==> src/hdl/xml_protocol_tokenizer_core_defines.svh <==
// Assertion helpers for the tokenizer core.
// Both expect clk_i and rst_ni in scope.
`ifndef XML_PROTOCOL_TOKENIZER_CORE_DEFINES_SVH
`define XML_PROTOCOL_TOKENIZER_CORE_DEFINES_SVH

// cond at an edge implies prop at the same edge
`define XPT_ASSERT_SAME(lbl, cond, prop, msg) \
  lbl: assert property (@(posedge clk_i) disable iff (!rst_ni) (cond) |-> (prop)) \
    else $error(msg);

// cond at an edge implies prop at the next edge
`define XPT_ASSERT_NEXT(lbl, cond, prop, msg) \
  lbl: assert property (@(posedge clk_i) disable iff (!rst_ni) (cond) |=> (prop)) \
    else $error(msg);

`endif

==> src/hdl/xpt_pkg.sv <==
package xpt_pkg;

  localparam int unsigned MAX_EV = 3;

  // saturation limit of the entity length
  localparam logic [7:0] RETRACT_MAX = 8'd255;

  localparam logic [7:0] CH_LT    = 8'h3C;
  localparam logic [7:0] CH_GT    = 8'h3E;
  localparam logic [7:0] CH_AMP   = 8'h26;
  localparam logic [7:0] CH_SEMI  = 8'h3B;
  localparam logic [7:0] CH_DQUOT = 8'h22;
  localparam logic [7:0] CH_EQ    = 8'h3D;
  localparam logic [7:0] CH_SLASH = 8'h2F;
  localparam logic [7:0] CH_L     = 8'h6C;
  localparam logic [7:0] CH_G     = 8'h67;
  localparam logic [7:0] CH_A     = 8'h61;
  localparam logic [7:0] CH_Q     = 8'h71;
  localparam logic [7:0] CH_M     = 8'h6D;
  localparam logic [7:0] CH_APOS  = 8'h27;
  localparam logic [7:0] CH_SP    = 8'h20;
  localparam logic [7:0] CH_TAB   = 8'h09;
  localparam logic [7:0] CH_LF    = 8'h0A;
  localparam logic [7:0] CH_CR    = 8'h0D;
  localparam logic [7:0] CH_FF    = 8'h0C;

  // token kind, one-hot
  typedef enum logic [5:0] {
    TK_BEGIN  = 6'b000001,
    TK_KEY    = 6'b000010,
    TK_VAL    = 6'b000100,
    TK_ENTITY = 6'b001000,
    TK_VOID   = 6'b010000,
    TK_END    = 6'b100000
  } tk_e;

  typedef enum logic [3:0] {
    EV_TEXT   = 4'd0,
    EV_NAME   = 4'd1,
    EV_KEY    = 4'd2,
    EV_VALUE  = 4'd3,
    EV_TBEGIN = 4'd4,
    EV_TEND   = 4'd5,
    EV_ENTITY = 4'd6,
    EV_RECEND = 4'd7,
    EV_ABORT  = 4'd8
  } ev_e;

  typedef struct packed {
    tk_e        tk;
    logic [7:0] level;
    logic       in_quote;
    logic [7:0] ent_len;
    logic [7:0] ent_first;
    logic [7:0] ent_second;
  } state_t;

  localparam state_t STATE_RST = '{
    tk:         TK_VOID,
    level:      8'd0,
    in_quote:   1'b0,
    ent_len:    8'd0,
    ent_first:  8'd0,
    ent_second: 8'd0
  };

  typedef struct packed {
    ev_e        kind;
    logic [7:0] data;
    logic [7:0] retract;
  } ev_t;

  // events caused by one input word, slot 0 goes out first
  typedef struct packed {
    logic [1:0]          cnt;
    ev_t [MAX_EV-1:0]    ev;
  } evlist_t;

  // output side status of the event buffer
  typedef struct packed {
    logic valid;
    logic last;
    logic busy;
  } evstat_t;

endpackage

==> src/hdl/xml_protocol_tokenizer_core.sv <==
// Channel  Handshake                 Word
// -------  ------------------------  ----------------------------------------------
// in       in_valid_i / in_stall_o   data_byte_i, abort_i
// out      out_valid_o / out_stall_i event_kind_o, out_byte_o, retract_count_o, last_o
//
// One input word per cycle, unless the input stalls, is decoded straight into
// the event buffer; its events are shown from the next cycle on, one per
// cycle unless the output stalls. A word causing events (at most 3) holds
// the input until its final event leaves; one causing none does not stall it.
// rst_ni clears the tokenizer state and empties the event buffer.
// Input stalls while more than one event is pending, or one is and output stalls.
`include "xml_protocol_tokenizer_core_defines.svh"

module xml_protocol_tokenizer_core (
  input  logic       clk_i,
  input  logic       rst_ni,
  input  logic       in_valid_i,
  output logic       in_stall_o,
  input  logic [7:0] data_byte_i,
  input  logic       abort_i,
  output logic       out_valid_o,
  input  logic       out_stall_i,
  output logic [3:0] event_kind_o,
  output logic [7:0] out_byte_o,
  output logic [7:0] retract_count_o,
  output logic       last_o
);
  import xpt_pkg::*;

  // tokenizer state: token kind, level, quote flag, pending entity
  state_t  state_q, state_d;
  state_t  dec_nxt;
  evlist_t dec_evl;
  ev_t     head;
  evstat_t stat;
  logic    accept;

  assign accept = in_valid_i && !stat.busy;

  xpt_decode u_decode (
    .cur_i       (state_q),
    .data_byte_i (data_byte_i),
    .abort_i     (abort_i),
    .nxt_o       (dec_nxt),
    .evl_o       (dec_evl)
  );

  // state advances on every accepted word, events or not
  assign state_d = accept ? dec_nxt : state_q;

  always_ff @(posedge clk_i or negedge rst_ni) begin
    if (!rst_ni) begin
      state_q <= STATE_RST;
    end else begin
      state_q <= state_d;
    end
  end

  // result register: holds the events of one word
  xpt_evbuf u_evbuf (
    .clk_i       (clk_i),
    .rst_ni      (rst_ni),
    .load_i      (accept),
    .evl_i       (dec_evl),
    .out_stall_i (out_stall_i),
    .head_o      (head),
    .stat_o      (stat)
  );

  assign in_stall_o      = stat.busy;
  assign out_valid_o     = stat.valid;
  assign event_kind_o    = head.kind;
  assign out_byte_o      = head.data;
  assign retract_count_o = head.retract;
  assign last_o          = stat.last;

  // a new word only lands when the buffer is empty or draining its final event
  `XPT_ASSERT_SAME(a_no_overwrite, in_valid_i && !in_stall_o,
    !out_valid_o || (last_o && !out_stall_i), "word accepted over pending events")

  // abort gives one single aborted event
  `XPT_ASSERT_NEXT(a_abort_event, in_valid_i && !in_stall_o && abort_i,
    out_valid_o && (event_kind_o == EV_ABORT) && last_o, "abort event missing")

  // record end is always the final event of its word
  `XPT_ASSERT_SAME(a_recend_last, out_valid_o && (event_kind_o == EV_RECEND),
    last_o, "record end not last")

endmodule

==> src/hdl/xpt_decode.sv <==
module xpt_decode (
  input  xpt_pkg::state_t  cur_i,
  input  logic [7:0]       data_byte_i,
  input  logic             abort_i,
  output xpt_pkg::state_t  nxt_o,
  output xpt_pkg::evlist_t evl_o
);
  import xpt_pkg::*;

  // text byte bookkeeping while an entity is pending
  function automatic state_t ent_bump(state_t s, logic [7:0] b);
    state_t r;
    r = s;
    if (s.tk == TK_ENTITY) begin
      if (s.ent_len != RETRACT_MAX) r.ent_len = s.ent_len + 8'd1;
      if (r.ent_len == 8'd2) r.ent_first = b;
      else if (r.ent_len == 8'd3) r.ent_second = b;
    end
    return r;
  endfunction

  function automatic ev_e close_kind(tk_e k);
    ev_e r;
    case (k)
      TK_BEGIN: r = EV_NAME;
      TK_KEY:   r = EV_KEY;
      default:  r = EV_VALUE;
    endcase
    return r;
  endfunction

  function automatic logic [7:0] lvl_dec(logic [7:0] l);
    return (l != 8'd0) ? l - 8'd1 : l;
  endfunction

  always_comb begin
    state_t     nxt;
    evlist_t    el;
    logic [1:0] n;
    logic       ws;
    logic       special;
    logic [7:0] b;
    logic [7:0] rep;
    logic       hit;

    b       = data_byte_i;
    nxt     = cur_i;
    el      = '0;
    n       = 2'd0;
    rep     = 8'd0;
    hit     = 1'b1;
    ws      = b inside {CH_SP, CH_TAB, CH_LF, CH_CR, CH_FF};
    special = ws || (b inside {CH_LT, CH_EQ, CH_SLASH, CH_GT});

    if (abort_i) begin
      el.ev[n] = '{kind: EV_ABORT, data: 8'd0, retract: 8'd0};
      n        = n + 2'd1;
      nxt      = STATE_RST;
    end else if (cur_i.in_quote && special) begin
      el.ev[n] = '{kind: EV_TEXT, data: b, retract: 8'd0};
      n        = n + 2'd1;
      nxt      = ent_bump(cur_i, b);
    end else if (b == CH_LT) begin
      if (cur_i.level != 8'hFF) nxt.level = cur_i.level + 8'd1;
      nxt.tk = TK_BEGIN;
    end else if (ws) begin
      if (cur_i.tk == TK_BEGIN) begin
        el.ev[n] = '{kind: EV_NAME, data: 8'd0, retract: 8'd0};
        n        = n + 2'd1;
        nxt.tk   = TK_KEY;
      end
    end else if (b == CH_EQ) begin
      el.ev[n] = '{kind: close_kind(cur_i.tk), data: 8'd0, retract: 8'd0};
      n        = n + 2'd1;
      nxt.tk   = TK_VAL;
    end else if (b == CH_SLASH) begin
      if (cur_i.tk == TK_BEGIN) begin
        nxt.tk    = TK_END;
        nxt.level = lvl_dec(lvl_dec(cur_i.level));
      end else begin
        nxt.level = lvl_dec(cur_i.level);
      end
    end else if (b == CH_GT) begin
      if (cur_i.tk == TK_END) begin
        el.ev[n] = '{kind: EV_NAME, data: 8'd0, retract: 8'd0};
        n        = n + 2'd1;
        el.ev[n] = '{kind: EV_TEND, data: 8'd0, retract: 8'd0};
        n        = n + 2'd1;
      end else begin
        if (cur_i.tk == TK_VAL || cur_i.tk == TK_BEGIN) begin
          el.ev[n] = '{kind: close_kind(cur_i.tk), data: 8'd0, retract: 8'd0};
          n        = n + 2'd1;
        end
        el.ev[n] = '{kind: EV_TBEGIN, data: 8'd0, retract: 8'd0};
        n        = n + 2'd1;
      end
      nxt.tk = TK_VOID;
      if (cur_i.level == 8'd0) begin
        el.ev[n] = '{kind: EV_RECEND, data: 8'd0, retract: 8'd0};
        n        = n + 2'd1;
        nxt      = STATE_RST;
      end
    end else if (b == CH_AMP) begin
      el.ev[n]       = '{kind: EV_TEXT, data: b, retract: 8'd0};
      n              = n + 2'd1;
      nxt.tk         = TK_ENTITY;
      nxt.ent_len    = 8'd1;
      nxt.ent_first  = 8'd0;
      nxt.ent_second = 8'd0;
    end else if (b == CH_SEMI) begin
      if (cur_i.tk == TK_ENTITY) begin
        case (cur_i.ent_first)
          CH_L:    rep = CH_LT;
          CH_G:    rep = CH_GT;
          CH_A:    rep = (cur_i.ent_second == CH_M) ? CH_AMP : CH_APOS;
          CH_Q:    rep = CH_DQUOT;
          default: hit = 1'b0;
        endcase
        if (hit) begin
          el.ev[n] = '{kind: EV_ENTITY, data: rep, retract: cur_i.ent_len};
          n        = n + 2'd1;
        end else begin
          el.ev[n] = '{kind: EV_TEXT, data: b, retract: 8'd0};
          n        = n + 2'd1;
          nxt      = ent_bump(cur_i, b);
        end
        nxt.tk = TK_VAL;
      end else begin
        el.ev[n] = '{kind: EV_TEXT, data: b, retract: 8'd0};
        n        = n + 2'd1;
      end
    end else if (b == CH_DQUOT) begin
      nxt.in_quote = !cur_i.in_quote;
      // closing quote ends a value
      if (cur_i.in_quote && cur_i.tk == TK_VAL) begin
        el.ev[n] = '{kind: EV_VALUE, data: 8'd0, retract: 8'd0};
        n        = n + 2'd1;
        nxt.tk   = TK_KEY;
      end
    end else begin
      el.ev[n] = '{kind: EV_TEXT, data: b, retract: 8'd0};
      n        = n + 2'd1;
      nxt      = ent_bump(cur_i, b);
    end

    el.cnt = n;
    nxt_o  = nxt;
    evl_o  = el;
  end

endmodule

==> src/hdl/xpt_evbuf.sv <==
module xpt_evbuf (
  input  logic             clk_i,
  input  logic             rst_ni,
  input  logic             load_i,
  input  xpt_pkg::evlist_t evl_i,
  input  logic             out_stall_i,
  output xpt_pkg::ev_t     head_o,
  output xpt_pkg::evstat_t stat_o
);
  import xpt_pkg::*;

  logic [1:0]       cnt_q, cnt_d;
  ev_t [MAX_EV-1:0] ev_q, ev_d;
  logic             take;

  assign take = (cnt_q != 2'd0) && !out_stall_i;

  always_comb begin
    cnt_d = cnt_q;
    ev_d  = ev_q;
    if (load_i) begin
      cnt_d = evl_i.cnt;
      ev_d  = evl_i.ev;
    end else if (take) begin
      // shift toward the head
      cnt_d    = cnt_q - 2'd1;
      ev_d[0]  = ev_q[1];
      ev_d[1]  = ev_q[2];
    end
  end

  always_ff @(posedge clk_i or negedge rst_ni) begin
    if (!rst_ni) begin
      cnt_q <= 2'd0;
    end else begin
      cnt_q <= cnt_d;
    end
  end

  always_ff @(posedge clk_i) begin
    ev_q <= ev_d;
  end

  assign head_o       = ev_q[0];
  assign stat_o.valid = (cnt_q != 2'd0);
  assign stat_o.last  = (cnt_q == 2'd1);
  // full unless empty or the final event leaves this cycle
  assign stat_o.busy  = (cnt_q > 2'd1) || ((cnt_q == 2'd1) && out_stall_i);

endmodule
==> config.mk <==
export PLATFORM = sky130hd
export DESIGN_NAME = xml_protocol_tokenizer_core
export DESIGN_NICKNAME = d
export VERILOG_FILES = /design/src/hdl/xpt_pkg.sv /design/src/hdl/xml_protocol_tokenizer_core.sv /design/src/hdl/xpt_decode.sv /design/src/hdl/xpt_evbuf.sv
export VERILOG_INCLUDE_DIRS = /design/src /design/src/hdl
export SDC_FILE = /design/constraint.sdc
export NUM_CORES = 1
export LEC_CHECK = 0
export ABC_AREA = 1
export BUFFER_PORTS_ARGS = -buffer_cell sky130_fd_sc_hd__buf_2
export CAP_MARGIN = 5
export CORE_MARGIN = 5
export CORE_UTILIZATION = 50
export DETAILED_ROUTE_END_ITERATION = 16
export HOLD_SLACK_MARGIN = 0.05
export PLACE_DENSITY_LB_ADDON = 0.25
export SYNTH_ARGS = -nofsm -noshare
export SYNTH_HDL_FRONTEND = slang
export SYNTH_SLANG_ARGS = --single-unit
==> constraint.sdc <==
create_clock -name clk_i -period 3.6 [get_ports clk_i]
set_clock_uncertainty 0.15 [all_clocks]
set_input_delay 0.54 -clock clk_i [delete_from_list [all_inputs] [get_ports clk_i]]
set_output_delay 0.54 -clock clk_i [all_outputs]
set_load 0.01 [all_outputs]
=== Word level (Yosys, flattened, before mapping) ===
Index checks and enable logic that the tools add are counted.

* Bits in registers: 101
* Latch bits: 0
* Bits in writable memories: 0
* Bits in read-only memories: 0
* Bits of input ports: 13
* Output and inout port bits: 23
* Word-level logic and storage cells: 307
* Memories kept: 0

* $add $sub $neg: 7
* Multiply operators: 0
* Divide/modulo/power cells: 0
* Order comparisons: 5
* Equality and inequality tests: 60
* Shift-type cells: 0
* Multiplexer cells: 176
* Bitwise operators: 7
* Reduce and logical (&&, ||, !) cells: 36

{| class="wikitable"
|+ Operator list
! kind !! number
|-
| 20-bit two-way mux || 30
|-
| 39-bit two-way mux || 13
|-
| 40-bit two-way mux || 12
|-
| 60-bit two-way mux || 8
|-
| 8-bit two-way mux || 38
|-
| 24-bit two-way mux || 5
|-
| 33-bit two-way mux || 3
|-
| 20-bit demux with 2-bit select || 2
|-
| 8-bit by 6-bit equality test with 1-bit output, second input constant || 8
|-
| 19-bit by 57-bit AND with 57-bit output || 1
|-
| 57-bit NOT || 1
|-
| 2-bit two-way mux || 28
|-
| 18-bit two-way mux || 3
|-
| 51-bit AND || 1
|-
| 51-bit NOT || 1
|-
| 25-bit two-way mux || 2
|-
| 8-bit by 2-bit equality test with 1-bit output, second input constant || 6
|-
| 6-bit two-way mux || 7
|-
| 8-bit by 7-bit equality test with 1-bit output, second input constant || 5
|-
| 19-bit two-way mux || 2
|-
| 8-bit by 4-bit equality test with 1-bit output, second input constant || 4
|-
| 8-bit case mux with 4 select lines || 1
|-
| 14-bit two-way mux || 2
|-
| 9-bit nonzero test || 3
|-
| other kinds (46) || 105
|}

=== Logic depth before layout (Yosys ltp) ===
* Word-level depth: 46
* Depth in mapped cells: 20
* Mapped depth without buffers: 19

=== Modules after synthesis ===
Synthesis repeated with hierarchy kept, for this count alone.

* Cells, all modules: 1192
* Area, all modules: 8180.3 µm²

{| class="wikitable"
|+ By module, submodules not included
! module !! times used !! cells an instance !! area each (µm²) !! sequential area each (µm²)
|-
| xpt_decode || 1 || 789 || 3983.8 || 0.0
|-
| xpt_evbuf || 1 || 232 || 2646.3 || 1851.8
|-
| xml_protocol_tokenizer_core || 1 || 171 || 1550.2 || 977.2
|}

=== Least setup slack after synthesis ===
OpenSTA, ideal clock, no wires.

* Kind: register to register
* Start point: register u_evbuf.cnt_q[0]
* End point: register u_evbuf.cnt_q[0]
* Setup time: 0.065 ns
* Data arrival time: 2.875 ns
* Required time: 3.385 ns
* Slack: 0.510 ns
* Stages on the path, launching flop included: 8
* Buffers on the path: 0
* Path through: dfrtp_1 > inv_1 > ha_1 > o21ai_0 > inv_1 > a21oi_1 > nand2_1 > nand2_1

* Longest elaborated chain between the ends: 6
* Elaborated cells between the ends (all ways): 12
* Classes of those cells: add/sub (1); order compare (1); eq/ne (1); mux (2); reduce/logical (7)

{| class="wikitable"
|+ Ends and longest elaborated chain
! element !! RTL line !! source
|-
| from (decl) || xpt_evbuf.sv:12 || <nowiki>logic [1:0] cnt_q, cnt_d;</nowiki>
|-
| from (signal assigned) || xpt_evbuf.sv:36 || <nowiki>cnt_q <= cnt_d;</nowiki>
|-
| 2-bit by 1-bit equality test with 1-bit output || xpt_evbuf.sv:48 || <nowiki>assign stat_o.busy = (cnt_q > 2'd1) || ((cnt_q == 2'd1) && out_stall_i);</nowiki>
|-
| 1-bit logical AND || xpt_evbuf.sv:48 ||
|-
| 1-bit logical OR || xpt_evbuf.sv:48 ||
|-
| 1-bit logical NOT || xml_protocol_tokenizer_core.sv:38 || <nowiki>assign accept = in_valid_i && !stat.busy;</nowiki>
|-
| 1-bit logical AND || xml_protocol_tokenizer_core.sv:38 ||
|-
| 2-bit two-way mux / 2-bit nonzero test (equally long branches) || -- ||
|}

Several ways; a longest one is shown, not always the timed one. The select of a mux whose other input is x is not followed.
A chain may end at the register's enable or synchronous reset.

=== Final worst setup path ===
* Start point: register state_q[25] (netlist name)
* End point: register state_q[30] (netlist name)

* Longest elaborated chain between the ends: 11
* Elaborated cells between the ends (all ways): 20
* Classes of those cells: add/sub (3); eq/ne (2); mux (10); reduce/logical (5)

{| class="wikitable"
|+ Ends and longest elaborated chain
! element !! RTL line !! source
|-
| from (decl) || xml_protocol_tokenizer_core.sv:31 || <nowiki>state_t state_q, state_d;</nowiki>
|-
| from (signal assigned) || xml_protocol_tokenizer_core.sv:55 || <nowiki>state_q <= state_d;</nowiki>
|-
| 8-bit by 1-bit subtractor with 8-bit output / 8-bit nonzero test (equally long branches) || xpt_decode.sv:33 || <nowiki>return (l != 8'd0) ? l - 8'd1 : l;</nowiki>
|-
| 8-bit two-way mux || xpt_decode.sv:33 ||
|-
| 8-bit by 1-bit subtractor with 8-bit output / 8-bit nonzero test (equally long branches) || xpt_decode.sv:33 ||
|-
| 8-bit two-way mux || xpt_decode.sv:33 ||
|-
| 8-bit two-way mux || xpt_decode.sv:77 || <nowiki>if (cur_i.tk == TK_BEGIN) begin</nowiki>
|-
| 14-bit two-way mux || xpt_decode.sv:76 || <nowiki>end else if (b == CH_SLASH) begin</nowiki>
|-
| 33-bit two-way mux || xpt_decode.sv:72 || <nowiki>end else if (b == CH_EQ) begin</nowiki>
|-
| 33-bit two-way mux || xpt_decode.sv:66 || <nowiki>end else if (ws) begin</nowiki>
|-
| 14-bit two-way mux || xpt_decode.sv:63 || <nowiki>end else if (b == CH_LT) begin</nowiki>
|-
| 39-bit two-way mux || xpt_decode.sv:59 || <nowiki>end else if (cur_i.in_quote && special) begin</nowiki>
|-
| 39-bit two-way mux || xpt_decode.sv:55 || <nowiki>if (abort_i) begin</nowiki>
|}

Several ways; a longest one is shown, not always the timed one. The select of a mux whose other input is x is not followed.

==> impl_metrics.yaml <==
synthesis:
  async_reset_ff_share_pct: 63.1
  synth-edff-count: 24
  synthFlopType: "dfrtp_1"
  seq_area_frac_synth_pct: 36.6
  ys_seq_elements: 65
  avgSynthCellArea_um2: 6.91
  syn_nets: 712
  ys_types: 43
  yosysWarnings: 0
  syn-cell-area_um2: 4780
  synthCells: 691
sta:
  relSlewSlack_pct: 25.1
  fin_crit_sh_pct: 79.2
  clock.fmax_mhz: 351
  period_minus_slack_ns: 2.85
  whs_ns: 0.169
  slew_violations: 0
  hold_viol_final: 0
  setup_viol: 0
  final.setup.tns_ns: 0
  rsz0062_at_grt: "false"
  worst_pin_slew_ns: 1.12
drt:
  drt-pass1-iter-count: 6
  routedWlPerCell_um: 14.2
  drcViolationCount: 0
  vias_per_cell: 5.43
  vias: 4562
  drt_wl_total_mm: 11.9
  antenna_left: 0
  dr.first_iter.drc_count: 483
floorplanning:
  initial_core_util_pct: 51.5
  ios: 36
  core_um2: 9280
  dieWidth_um: 108
  row_count: 35
  design.die.area_um2: 11600
  die-height_um: 108
power_and_ir_drop:
  cellPowerDensity_nw_per_um2: 514
  vdd_ir_drop_max_mv: 0.273
  p_leak_nw: 2.65
job:
  max_cap_violations: 0
place:
  place.port_buffers: 35
  gp_congestion: 0.956
  dp_hpwl_mm: 9.09
  place_inst: 824
cts:
  clock_path_buffers: 2
  clk_latency_ns: 0.35
  cts.clk_slew.worst_paths_ns: 0.09
  post_cts_buffers: 0
  root_buffer: "clkbuf_8"
  clock-sinks: 65
  cts_tree: "yes"
  htree_levels: 3
  hold_buffers: 0
  numCtsBuffers: 9
  cts_resized: 0
finish:
  nNetsFinal: 727
  final_common_cell: "nand2_1"
  area_growth_pct: 6.84
  fin_cells: 840
  post-route-util_pct: 55.0
  drive_above_1_share_pct: 13.1
  antenna_cells: 0
  final_cell_mix: "239 x nand2_1, 77 x nor2_1, 73 x inv_1, 47 x nand3_1, 40 x dfrtp_1"
setup_path:
  worstPathMaxFanout: 13
  cp-start-kind: "flip-flop"
  slowest_delay_ns: 0.40
  cp-end-kind: "flip-flop"
  cp_top_family: "simple AND/OR/NAND/NOR gates"
  crit_top_cell: "nand2_1"
  slowest_stage: "dfrtp_1"
  critPathKind: "reg2reg"
  cp.arrival_ns: 2.99
  path_buf_inv: 3
  cp_cell_sequence: "clkinv_1, ha_1, inv_1, nor2_1, nand2_1, nand2_1, nand2_1, inv_1, ha_1, nand2_1, nor2_1, nand3_2, nor2_1, nor2_1, nand2_1, nand2_1, nand2_1, nand2_1"
  required_ns: 3.74
global_routing:
  grt_pass1_wl_mm: 19.5
  grt_max_degree: 42
  grt_pass1_vias: 4035
  grt_antenna_before_repair: 0
  grt_overflow_total: 0
  track_usage_pct: 21.1
status:
  run_status: "finished clean"
hold_path:
  hold_path.class: "in2async"
[worst paths after layout]
kind,startpoint,to,slack [ns],depth (start not counted)
worst max-delay path,state_q[25],state_q[30],0.75,18
worst min-delay path,rst_ni,state_q[33],0.17,1
worst max register to register,state_q[25],state_q[30],0.75,18
worst min register to register,state_q[6],state_q[6],0.33,2
max in group asynchronous,rst_ni,state_q[4],2.52,1
min in group clk_i,state_q[6],state_q[6],0.33,2
[state kept, by name, summed over array words and instances (netlist names)]
| signal | flops |
|---|---|
| u_evbuf.head_o | 20 |
| state_q | 39 |
| u_evbuf.cnt_q | 2 |
| u_evbuf.ev_q | 4 |
[power by group]
group          total, W  switching [W]  internal (W)  leakage (nW)
clock          0.000700       0.000331      0.000369         0.109
sequential      0.00115       0.000117       0.00103         0.797
combinational  0.000774       0.000518      0.000256          1.74
[worst reg2reg max path, delay by kind of cell, from the launching register on]
family                   cells  cell delay (ns)
adder cells (fa/ha/maj)      2             0.47
buffers and inverters        3             0.38
flip-flops                   1             0.40
AND/OR/NAND/NOR             13             1.41
[synthesized netlist by cell type (2+ instances only)]
master | count | area, um2
buf_6 | 3 | 33.8
nand2_2 | 10 | 62.6
edfxtp_1 | 24 | 721
xnor2_1 | 3 | 26.3
nand2_1 | 239 | 897
a31oi_1 | 2 | 12.5
nor3_1 | 9 | 45.0
nor2_1 | 77 | 289
nand3_2 | 3 | 30.0
nor2_4 | 3 | 33.8
dfrtp_1 | 40 | 1000
inv_2 | 6 | 22.5
inv_1 | 73 | 274
ha_1 | 8 | 100
nor3_2 | 2 | 20.0
or2_2 | 3 | 18.8
a21oi_1 | 12 | 60.1
buf_4 | 24 | 180
clkinv_1 | 2 | 7.51
buf_2 | 3 | 15.0
o21ai_0 | 21 | 105
nor2_8 | 2 | 40.0
nand4_1 | 39 | 244
o21ai_1 | 8 | 40.0
nand3_1 | 47 | 235
nor2_2 | 6 | 37.5
xor2_1 | 6 | 52.6
[logic make-up (layout without fill, tap and decap cells)]
logic type      Yosys count  in the layout  share of synthesized area, %
simple gates            444            444                          42.0
flops                    65             65                          36.6
compound gates           53             53                          6.47
xor+xnor                  9              9                          1.65
buf+inv                 112            132                          11.2
fa+ha+maj                 8              8                          2.10
[metrics by stage]
step / total power [W] / worst slack, ns / area [um2]
2_1_floorplan: 0.00180 / 0.510 / 4780
3_3_place_gp: 0.00192 / 0.587 / 4880
3_5_place_dp: 0.00194 / 0.622 / 4880
4_1_cts: 0.00264 / 0.768 / 5100
5_1_grt: 0.00281 / 0.364 / 5100
6_report: 0.00262 / 0.748 / 5100
[cell type report]
class	count	area, um2
clock inverters	6	70.1
multi-input cells	514	2500
flip-flops and latches	65	1750
repair buffers	35	175
well taps	129	161
fillers	913	4180
inverters	81	304
clock buffers	10	149
[routing by layer]
metal	up-vias	track usage (%)	share of wire (%)
met5	-	0	0
met4	0	6.31	1.5
met3	17	3.96	7.6
met2	196	30.7	43
met1	2100	31.7	48
li1	2249	-	-
Power figures use the tool's default switching activity.
